===== src/hdl/sfc_ram.sv =====
// Generic single-write, single-read RAM with registered read data.
`default_nettype none
module sfc_ram #(
	parameter int WIDTH = 8,
	parameter int DEPTH = 16
) (
	input  logic                     clk,
	input  logic                     we,
	input  logic [$clog2(DEPTH)-1:0] waddr,
	input  logic [WIDTH-1:0]         wdata,
	input  logic                     re,
	input  logic [$clog2(DEPTH)-1:0] raddr,
	output logic [WIDTH-1:0]         rdata
);

	logic [WIDTH-1:0] mem_q [DEPTH];

	always_ff @(posedge clk) begin
		if (we) begin
			mem_q[waddr] <= wdata;
		end
		if (re) begin
			rdata <= mem_q[raddr];
		end
	end

endmodule
`default_nettype wire


===== config.mk =====
export PLATFORM = sky130hd
export DESIGN_NAME = sfc_ram
export DESIGN_NICKNAME = d
export VERILOG_FILES = /design/src/hdl/sfc_ram.sv
export SDC_FILE = /design/constraint.sdc
export NUM_CORES = 1
export LEC_CHECK = 0
export ABC_AREA = 0
export BUFFER_PORTS_ARGS = -buffer_cell sky130_fd_sc_hd__buf_2
export CAP_MARGIN = 20
export CORE_MARGIN = 2
export CORE_UTILIZATION = 54
export DETAILED_ROUTE_END_ITERATION = 8
export GPL_TIMING_DRIVEN = 0
export PLACE_DENSITY = 0.77
export SLEW_MARGIN = 40
export SYNTH_ARGS = -nofsm -noshare
export SYNTH_HDL_FRONTEND = slang
export SYNTH_SLANG_ARGS = --single-unit
export TNS_END_PERCENT = 1

===== constraint.sdc =====
create_clock -name clk -period 1.8 [get_ports clk]
set_input_delay 0.36 -clock clk [delete_from_list [all_inputs] [get_ports clk]]
set_output_delay 0.36 -clock clk [all_outputs]
set_load 0.1 [all_outputs]

==> results.md, run 1 <==
* Residual DRC count at 0
* Adder-cell share of the synthesized area at 0%
* Area of the multi-input gates at 1080 µm²
* Gate Count Post-Synth at 229
* Outcome: finished clean
* Crit end category: primary output
* Static leakage power at 2.03 nW
* Final TNS setup at 0 ns
* Cell Pwr Density at 1220 nW/µm²
* Net count after synthesis at 248
* Clock-pin slew on the worst setup and hold paths at 0.06 ns
* Ranking of synthesized cells by area: edfxtp_1, mux4_2, mux4_1, a22oi_1, nor2_1
* Setup Viol. Count Final at 0
* Full die area at 10500 µm²
* Vias at 2468
* Synth cell types at 18
* Initial antenna violation count at 0
* Max incr delay on CP at 0.42 ns
* Final slew viol count at 0
* Worst-path cell chain: buf_2
* VDD IR-drop max at 0.818 mV
* Maximum clock frequency at 0.621 GHz
* Final hold violations at 0
* CTS Buf Count at 17
* CTS Hold Bufs at 0
* Setup Skew at 0.00393 ns
* Mux cell area share after synthesis at 14.8%
* Core area at 9330 µm²
* Post-route ant nets at 0
* Routability cong. at 0.691
* Worst Hold Class: primary input to flop
* RSZ-0062 raised after global routing: no
* Antenna cells at 0
* Top delay family on crit path: buffers and inverters
* WS Path Type: flop to primary output
* Synthesized-area fraction occupied by and/or/nand/nor cells at 3.14%
* # Max-Cap Violations at 0
* Port Buffers at 25
* Rel. slew slack at 46.4%
* Fillers at 593
* Chip Width at 102 µm
* Std-Cell Rows at 35
* Die height at 102 µm
* WL met1 at 4190 µm
* Ys Warns at 0
* CTS Buffer Depth at 2
* Reg area at 4080 µm²
* WL met2 at 4980 µm
* GR Overflow Total at 0
* First-pass GRT wire length at 15000 µm
* Largest net degree at the start of global routing at 17
* Initial DRT Pass Iterations at 5
* Total Nets Final at 292
* Iteration-0 DRC count of the detailed router at 340
* CP max FO at 1
* # H-tree levels at 4
* Hpwl dp at 5890 µm
* Critical path data required time at 1.44 ns
* CTS tree: done
* CP startpoint kind: flop
* Top Ports at 27
* Main combinational cell family by area after synthesis: multiplexers
* Yosys top cell area share at 78.1%
* Slowest-stage cell, CP: buf_2
* DR top layer: met4
* Total chip power at 7.50 mW
* Drt via density at 5.95
* Crit path DAT at 1.25 ns
* Fin crit share at 89.4%
* Worst skew pair latency at 0.52 ns
* Worst Path Buf+Inv at 1
* WL met3 at 648 µm
* Minimum clock period at 1.61 ns
* Post-synthesis sequential area ratio at 78.1%
* Fraction of layout cells with a size suffix above 1 at 30.4%
* Synthesized area at 5230 µm²
* Yosys top cell by area: edfxtp_1
* Setup Fix Bufs, Post-CTS at 0
* Number of global-route vias before repair at 2402
* Root Driver: clkbuf_8
* Flops & latches, synth at 136
* Worst-Margin Slew at 0.801 ns
* Starting Density at 56.0%
* GRT Resource Usage Total at 21.6%
* Detailed Route WL at 9990 µm
* Complex-gate fraction of the synthesized area at 2.30%
* Area grow syn2layout at 17.4%
* Drt wl/cell at 24.1 µm
* Post-CTS sizing at 0
* Mean area per synthesized cell at 22.8 µm²
* Post-synthesis xor/xnor area fraction at 0%
* Clock sinks at 136
[per-layer routing]
layer,up-vias,global-route usage [%]
met1,1273,30.0
met2,105,33.2
met4,0,8.31
li1,1073,-
met5,-,0
met3,17,5.88
[Yosys cell counts, drive strengths merged]
cell,number
and2b,1
nor2,13
and2,1
nor3,4
nand3,1
a22oi,16
mux4,32
nand2b,2
nor2b,1
edfxtp,136
nand2,9
nand3b,2
or3b,1
buf,7
clkdlybuf4s25,3
[cell families after synthesis]
| kind of cell | count (synthesis) |
|---|---|
| flip-flops | 136 |
| multiplexers | 32 |
| AO/OA/AOI/OAI | 16 |
| AND/OR/NAND/NOR | 35 |
| buffers and inverters | 10 |
[layout by cell type, fill, tap and decap left out]
| master | instances |
|---|---|
| nor2_1 | 12 |
| edfxtp_1 | 136 |
| a22oi_1 | 16 |
| and2b_1 | 1 |
| nand3b_1 | 2 |
| bufinv_16 | 4 |
| buf_4 | 1 |
| or3b_2 | 1 |
| nor2_2 | 1 |
| clkinvlp_4 | 6 |
| clkbuf_1 | 1 |
| nand3_1 | 1 |
| mux4_2 | 18 |
| and2_1 | 1 |
| nor2b_1 | 1 |
| mux4_1 | 14 |
| nand2b_1 | 2 |
| buf_6 | 3 |
| nand2_1 | 9 |
| clkbuf_8 | 1 |
| clkbuf_16 | 16 |
| nor3_2 | 4 |
| clkinv_2 | 1 |
| buf_2 | 28 |
| clkdlybuf4s25_2 | 3 |
| clkinv_1 | 3 |
[state kept, by name (all words and copies together) (netlist names)]
signal / flops
rdata: 8
mem_q: 128
[final timing paths]
path	start	endpoint	slack [ns]	cells after the start
worst max-delay path	rdata[5]	rdata[5]	0.19	1
worst min-delay path	re	rdata[7]	0.20	1
worst max register to register	mem_q[0][5]	rdata[5]	0.22	3
worst min register to register	mem_q[11][1]	rdata[1]	0.77	3
[metrics by stage]
stage / hold WS (ns) / cells / setup WS (ns) / util, % / instance area, µm²
CTS: 0.175 / 415 / 0.165 / 65.8 / 6130
detailed placement: 0.721 / 383 / -0.260 / 59.3 / 5530
global route: 0.177 / 415 / 0.128 / 65.8 / 6140
floorplan: 0.459 / 229 / 0.158 / - / 5230
finish: 0.197 / 415 / 0.191 / 65.8 / 6140
global placement: 0.719 / 383 / -0.361 / 59.2 / 5520
[where the power goes]
| group | switching (mW) | internal, mW |
|---|---|---|
| clock | 1.24 | 2.23 |
| sequential | 0.0166 | 3.57 |
| combinational | 0.307 | 0.138 |
[cell type report]
type / count / share of cell area, %
well taps: 129 / 2.63
clock buffers: 18 / 6.81
multi-input cells: 83 / 17.6
plain buffers: 10 / 1.41
clock inverters: 14 / 2.96
repair buffers: 25 / 2.04
flip-flops and latches: 136 / 66.6
No activity file was read; power rests on OpenSTA's default activity.
==> run 2: changes to the inputs <==
--- a/config.mk
+++ b/config.mk
@@ -10,9 +10,10 @@
 export CAP_MARGIN = 20
 export CORE_MARGIN = 2
 export CORE_UTILIZATION = 54
+export CTS_BUF_LIST = sky130_fd_sc_hd__clkbuf_16
 export DETAILED_ROUTE_END_ITERATION = 8
 export GPL_TIMING_DRIVEN = 0
-export PLACE_DENSITY = 0.77
+export PLACE_DENSITY = 0.74
 export SLEW_MARGIN = 40
 export SYNTH_ARGS = -nofsm -noshare
 export SYNTH_HDL_FRONTEND = slang
==> results.md, run 2 (synthesis results as in run 1) <==
* Outcome: finished clean (unchanged)
* Initial DRT Pass Iterations at 4 (was 5)
* GRT Resource Usage Total at 20.2% (was 21.6%)
* Vias at 2424 (was 2468)
* Core area at 9330 µm² (unchanged)
* Setup Viol. Count Final at 0 (unchanged)
* Slowest-stage cell, CP: nor2_1 (was buf_2)
* Number of global-route vias before repair at 2437 (was 2402)
* Hpwl dp at 6070 µm (was 5890 µm)
* Clock-pin slew on the worst setup and hold paths at 0.05 ns (was 0.06 ns)
* CP startpoint kind: primary input (was flop)
* RSZ-0062 raised after global routing: no (unchanged)
* Area of the multi-input gates at 1080 µm² (about the same)
* CTS Buf Count at 17 (unchanged)
* Minimum clock period at 1.67 ns (was 1.61 ns)
* Final TNS setup at 0 ns (unchanged)
* Critical path data required time at 1.83 ns (was 1.44 ns)
* Final slew viol count at 0 (unchanged)
* Crit end category: flop (was primary output)
* Starting Density at 56.0% (unchanged)
* Setup Fix Bufs, Post-CTS at 0 (unchanged)
* GR Overflow Total at 0 (unchanged)
* Commonest non-fill, non-tap cells in the layout: edfxtp_1, buf_2, mux4_2 (unchanged)
* Max incr delay on CP at 0.66 ns (was 0.42 ns)
* Root Driver: clkbuf_16 (was clkbuf_8)
* Total chip power at 7.24 mW (was 7.50 mW)
* Fin crit share at 92.6% (was 89.4%)
* Total Nets Final at 292 (unchanged)
* VDD IR-drop max at 0.677 mV (was 0.818 mV)
* CTS tree: done (unchanged)
* Clock sinks at 136 (unchanged)
* Top reg by flops: mem_q (unchanged)
* Worst-path cell chain: buf_2, or3b_2, nor2_1 (was buf_2)
* Chip Width at 102 µm (unchanged)
* Static leakage power at 2.03 nW (about the same)
* Top Ports at 27 (unchanged)
* Crit path DAT at 1.69 ns (was 1.25 ns)
* First-pass GRT wire length at 14100 µm (was 15000 µm)
* Fillers at 622 (was 593)
* Full die area at 10500 µm² (unchanged)
* Largest net degree at the start of global routing at 17 (unchanged)
* Setup Skew at 0.00511 ns (was 0.00393 ns)
* Area grow syn2layout at 16.7% (was 17.4%)
* Cell-internal power at 5.72 mW (was 5.93 mW)
* Worst Hold Class: primary input to flop (unchanged)
* Final hold violations at 0 (unchanged)
* CTS Buffer Depth at 2 (unchanged)
* Std-Cell Rows at 35 (unchanged)
* Rel. slew slack at 44.7% (was 46.4%)
* WS Path Type: primary input to flop (was flop to primary output)
* Drt wl/cell at 22.9 µm (was 24.1 µm)
* Worst-Margin Slew at 0.826 ns (was 0.801 ns)
* Initial antenna violation count at 0 (unchanged)
* Drt via density at 5.84 (was 5.95)
* Maximum clock frequency at 0.600 GHz (was 0.621 GHz)
* # H-tree levels at 4 (unchanged)
* Die height at 102 µm (unchanged)
* Max reg flops at 128 (unchanged)
* Post-route ant nets at 0 (unchanged)
* Post-CTS sizing at 0 (unchanged)
* Antenna cells at 0 (unchanged)
* CP max FO at 8 (was 1)
* Reg area at 4080 µm² (unchanged)
* Commonest non-fill, non-tap cell in the layout: edfxtp_1 (unchanged)
* Clock share of power at 44.3% (was 46.2%)
* Registers with the most flip-flops: mem_q: 128 flops, rdata: 8 flops (unchanged)
* # Max-Cap Violations at 0 (unchanged)
* Iteration-0 DRC count of the detailed router at 218 (was 340)
* Gate power share at 6.1% (was 5.9%)
* Fraction of layout cells with a size suffix above 1 at 30.8% (was 30.4%)
* Detailed Route WL at 9500 µm (was 9990 µm)
* Cell Pwr Density at 1190 nW/µm² (was 1220 nW/µm²)
* CTS Hold Bufs at 0 (unchanged)
* Sw Share at 21.0% (was 20.9%)
* Net switching power at 1.52 mW (was 1.56 mW)
* Seq pwr share at 49.6% (was 47.8%)
* Residual DRC count at 0 (unchanged)
* Routability cong. at 0.734 (was 0.691)
* Port Buffers at 25 (unchanged)
* Worst skew pair latency at 0.40 ns (was 0.52 ns)
[run 2: cell types whose count changed in the layout (fill, tap and decap cells not counted), sizes merged]
| cell | previous run | this run |
|---|---|---|
| bufinv | 4 | 2 |
| clkbuf | 18 | 17 |
| clkinv | 4 | 8 |
| clkinvlp | 6 | 4 |
| inv | 0 | 1 |
[run 2: final timing paths]
check                from     endpoint  slack (ns)  cells past startpoint
max              waddr[2]  mem_q[3][3]        0.13                      3
min                    re     rdata[0]        0.31                      1
max reg2reg   mem_q[0][0]     rdata[0]        0.28                      3
min reg2reg  mem_q[11][3]     rdata[3]        0.77                      3
[run 2: routing by layer]
layer	track usage (%)	part of all wire (%)	vias to the layer above
met5	0	0	-
met4	8.00	1.1	0
met3	5.20	4.5	8
met2	31.2	51	78
met1	28.0	43	1269
li1	-	-	1069
[run 2: power groups by stage]
stage / clock [mW] / sequential (mW) / combinational (mW)
floorplan: 0 / 3.76 / 0.180
global placement: 0 / 3.64 / 0.433
detailed placement: 0 / 3.65 / 0.445
CTS: 3.24 / 3.59 / 0.446
global route: 3.36 / 3.59 / 0.471
finish: 3.21 / 3.59 / 0.442
[run 2: layout make-up]
class	instances	area share [%]
multi-input cells	83	17.7
flip-flops and latches	136	66.9
clock buffers	17	6.97
repair buffers	25	2.05
well taps	129	2.65
plain buffers	10	1.41
clock inverters	15	2.26
[run 2: metrics by stage]
| step | setup WS, ns | area (µm²) | cells | util [%] | hold slack [ns] |
|---|---|---|---|---|---|
| 2_1_floorplan | 0.158 | 5230 | 229 | - | 0.459 |
| 3_3_place_gp | -0.317 | 5520 | 383 | 59.2 | 0.714 |
| 3_5_place_dp | -0.268 | 5530 | 383 | 59.3 | 0.715 |
| 4_1_cts | 0.160 | 6100 | 415 | 65.4 | 0.292 |
| 5_1_grt | 0.0596 | 6100 | 415 | 65.4 | 0.303 |
| 6_report | 0.133 | 6100 | 415 | 65.4 | 0.306 |
[run 2: worst max-delay path, delay by kind of cell]
family	cells	cell delay, ns
buffers and inverters	1	0.11
and+or+nand+nor	2	1.21
==> run 3: changes to the inputs <==
--- a/config.mk
+++ b/config.mk
@@ -13,7 +13,7 @@
 export CTS_BUF_LIST = sky130_fd_sc_hd__clkbuf_16
 export DETAILED_ROUTE_END_ITERATION = 8
 export GPL_TIMING_DRIVEN = 0
-export PLACE_DENSITY = 0.74
+export PLACE_DENSITY = 0.73
 export SLEW_MARGIN = 40
 export SYNTH_ARGS = -nofsm -noshare
 export SYNTH_HDL_FRONTEND = slang
==> results.md, run 3 (synthesis results as in run 1) <==
* Top delay family on crit path: simple AND/OR/NAND/NOR gates (unchanged)
* Setup Fix Bufs, Post-CTS at 0 (unchanged)
* Static leakage power at 2.01 nW (was 2.03 nW)
* Hold endpoint: rdata[3] (was rdata[0])
* Final slew viol count at 0 (unchanged)
* Cell Pwr Density at 1150 nW/µm² (was 1190 nW/µm²)
* R2r setup slk at 0.22 ns (was 0.28 ns)
* Final TNS setup at 0 ns (unchanged)
* Sw Share at 21.8% (was 21.0%)
* Slowest-stage cell, CP: nor2_1 (unchanged)
* Clock sinks at 136 (unchanged)
* RSZ-0062 raised after global routing: no (unchanged)
* Final hold violations at 0 (unchanged)
* Setup Skew at 0.00653 ns (was 0.00511 ns)
* Root Driver: clkbuf_16 (unchanged)
* WS Path Type: primary input to flop (unchanged)
* RR Endpoint: rdata[0] (unchanged)
* # Max-Cap Violations at 0 (unchanged)
* Rel. slew slack at 41.3% (was 44.7%)
* VDD IR-drop max at 0.631 mV (was 0.677 mV)
* Port Buffers at 25 (unchanged)
* Antenna cells at 0 (unchanged)
* Fillers at 605 (was 622)
* Seq pwr share at 51.8% (was 49.6%)
* Worst Hold Class: primary input to flop (unchanged)
* CP max FO at 8 (unchanged)
* Commonest non-fill, non-tap cells in the layout: edfxtp_1, buf_2, mux4_2 (unchanged)
* Vias at 2461 (was 2424)
* Crit path DAT at 1.67 ns (was 1.69 ns)
* R2R Path Start: mem_q[5][0] (was mem_q[0][0])
* Initial antenna violation count at 0 (unchanged)
* Gate power share at 6.4% (was 6.1%)
* Hold path cells at 1 (unchanged)
* Minimum clock period at 1.65 ns (was 1.67 ns)
* Post-CTS sizing at 0 (unchanged)
* Post-route cell area at 6030 µm² (was 6100 µm²)
* Residual DRC count at 0 (unchanged)
* Dpl cell area at 5530 µm² (unchanged)
* Hold slack at 0.281 ns (was 0.306 ns)
* Critical path data required time at 1.83 ns (about the same)
* Largest net degree at the start of global routing at 17 (unchanged)
* Chip Width at 102 µm (unchanged)
* Registers with the most flip-flops: mem_q: 128 flops, rdata: 8 flops (unchanged)
* Setup Viol. Count Final at 0 (unchanged)
* GR Overflow Total at 0 (unchanged)
* # H-tree levels at 4 (unchanged)
* Max incr delay on CP at 0.65 ns (was 0.66 ns)
* Outcome: finished clean (unchanged)
* CTS Buffer Depth at 2 (unchanged)
* Net switching power at 1.51 mW (was 1.52 mW)
* GRT Resource Usage Total at 20.3% (was 20.2%)
* Die height at 102 µm (unchanged)
* Drt via density at 5.96 (was 5.84)
* Clock-pin slew on the worst setup and hold paths at 0.06 ns (was 0.05 ns)
* Number of global-route vias before repair at 2373 (was 2437)
* Maximum clock frequency at 0.608 GHz (was 0.600 GHz)
* Core area at 9330 µm² (unchanged)
* Commonest non-fill, non-tap cell in the layout: edfxtp_1 (unchanged)
* Hpwl dp at 5980 µm (was 6070 µm)
* R2R cell count at 3 (unchanged)
* Post-route ant nets at 0 (unchanged)
* Starting Density at 56.0% (unchanged)
* Std-Cell Rows at 35 (unchanged)
* Top reg by flops: mem_q (unchanged)
* Drt wl/cell at 23.0 µm (was 22.9 µm)
* Fraction of layout cells with a size suffix above 1 at 30.3% (was 30.8%)
* Worst Path Buf+Inv at 1 (unchanged)
* Clock share of power at 41.8% (was 44.3%)
* Hold path startpoint: re (unchanged)
* Area grow syn2layout at 15.4% (was 16.7%)
* Full die area at 10500 µm² (unchanged)
* Detailed Route WL at 9510 µm (was 9500 µm)
* Worst skew pair latency at 0.41 ns (was 0.40 ns)
* Cell-internal power at 5.41 mW (was 5.72 mW)
* Routability cong. at 0.716 (was 0.734)
* Top Ports at 27 (unchanged)
* Max reg flops at 128 (unchanged)
* Iteration-0 DRC count of the detailed router at 247 (was 218)
* CTS tree: done (unchanged)
* CTS Buf Count at 17 (unchanged)
* CTS Hold Bufs at 0 (unchanged)
* CP startpoint kind: primary input (unchanged)
* Total Nets Final at 292 (unchanged)
* Fin crit share at 91.4% (was 92.6%)
* Initial DRT Pass Iterations at 4 (unchanged)
* Worst-Margin Slew at 0.877 ns (was 0.826 ns)
* Worst-path cell chain: buf_2, or3b_2, nor2_1 (unchanged)
* Crit end category: flop (unchanged)
* Final Util at 64.7% (was 65.4%)
* First-pass GRT wire length at 14300 µm (was 14100 µm)
-- run 3: cell types whose count changed in the layout (fill, tap and decap cells not counted), moves of 2 or more --
| cell | previous run | this run |
|---|---|---|
| bufinv_16 | 2 | 0 |
| clkinv_1 | 3 | 1 |
| clkinv_2 | 3 | 7 |
| clkinv_4 | 2 | 0 |
-- run 3: worst max path at each step --
stage / startpoint / end / slack (ns) / depth (start not counted)
after floorplan: raddr[0] / rdata[1] / 0.16 / 5
after global placement: waddr[2] / mem_q[8][2] / -0.33 / 3
after detailed placement: waddr[2] / mem_q[1][4] / -0.28 / 3
after CTS: waddr[2] / mem_q[1][2] / 0.14 / 3
after global routing: waddr[2] / mem_q[3][2] / 0.09 / 3
final: waddr[2] / mem_q[2][3] / 0.15 / 3
-- run 3: area by class of cell --
class,instances,area [µm²],area share [%]
repair buffers,25,125,2.07
well taps,129,161,2.68
clock buffers,17,425,7.05
multi-input cells,83,1080,17.9
flip-flops and latches,136,4080,67.7
plain buffers,10,86.3,1.43
clock inverters,13,68.8,1.14
-- run 3: power groups by stage --
stage | logic (mW) | clock network (mW) | registers [mW]
floorplan | 0.180 | 0 | 3.76
global placement | 0.432 | 0 | 3.64
detailed placement | 0.445 | 0 | 3.65
CTS | 0.446 | 2.92 | 3.59
global route | 0.470 | 3.05 | 3.59
finish | 0.443 | 2.89 | 3.59
-- run 3: metrics by stage --
stage	worst slack [ns]	std cells	total power, mW
3_3_place_gp	-0.326	383	4.08
6_report	0.154	413	6.92
2_1_floorplan	0.158	229	3.94
5_1_grt	0.0940	413	7.11
4_1_cts	0.141	413	6.95
3_5_place_dp	-0.284	383	4.09
-- run 3: per-layer routing --
| metal | vias up | share of wire, % | GRT usage [%] |
|---|---|---|---|
| li1 | 1069 | - | - |
| met1 | 1298 | 45 | 29.9 |
| met2 | 83 | 49 | 30.0 |
| met3 | 11 | 5.1 | 5.47 |
| met4 | 0 | 1.3 | 7.08 |
| met5 | - | 0 | 0 |
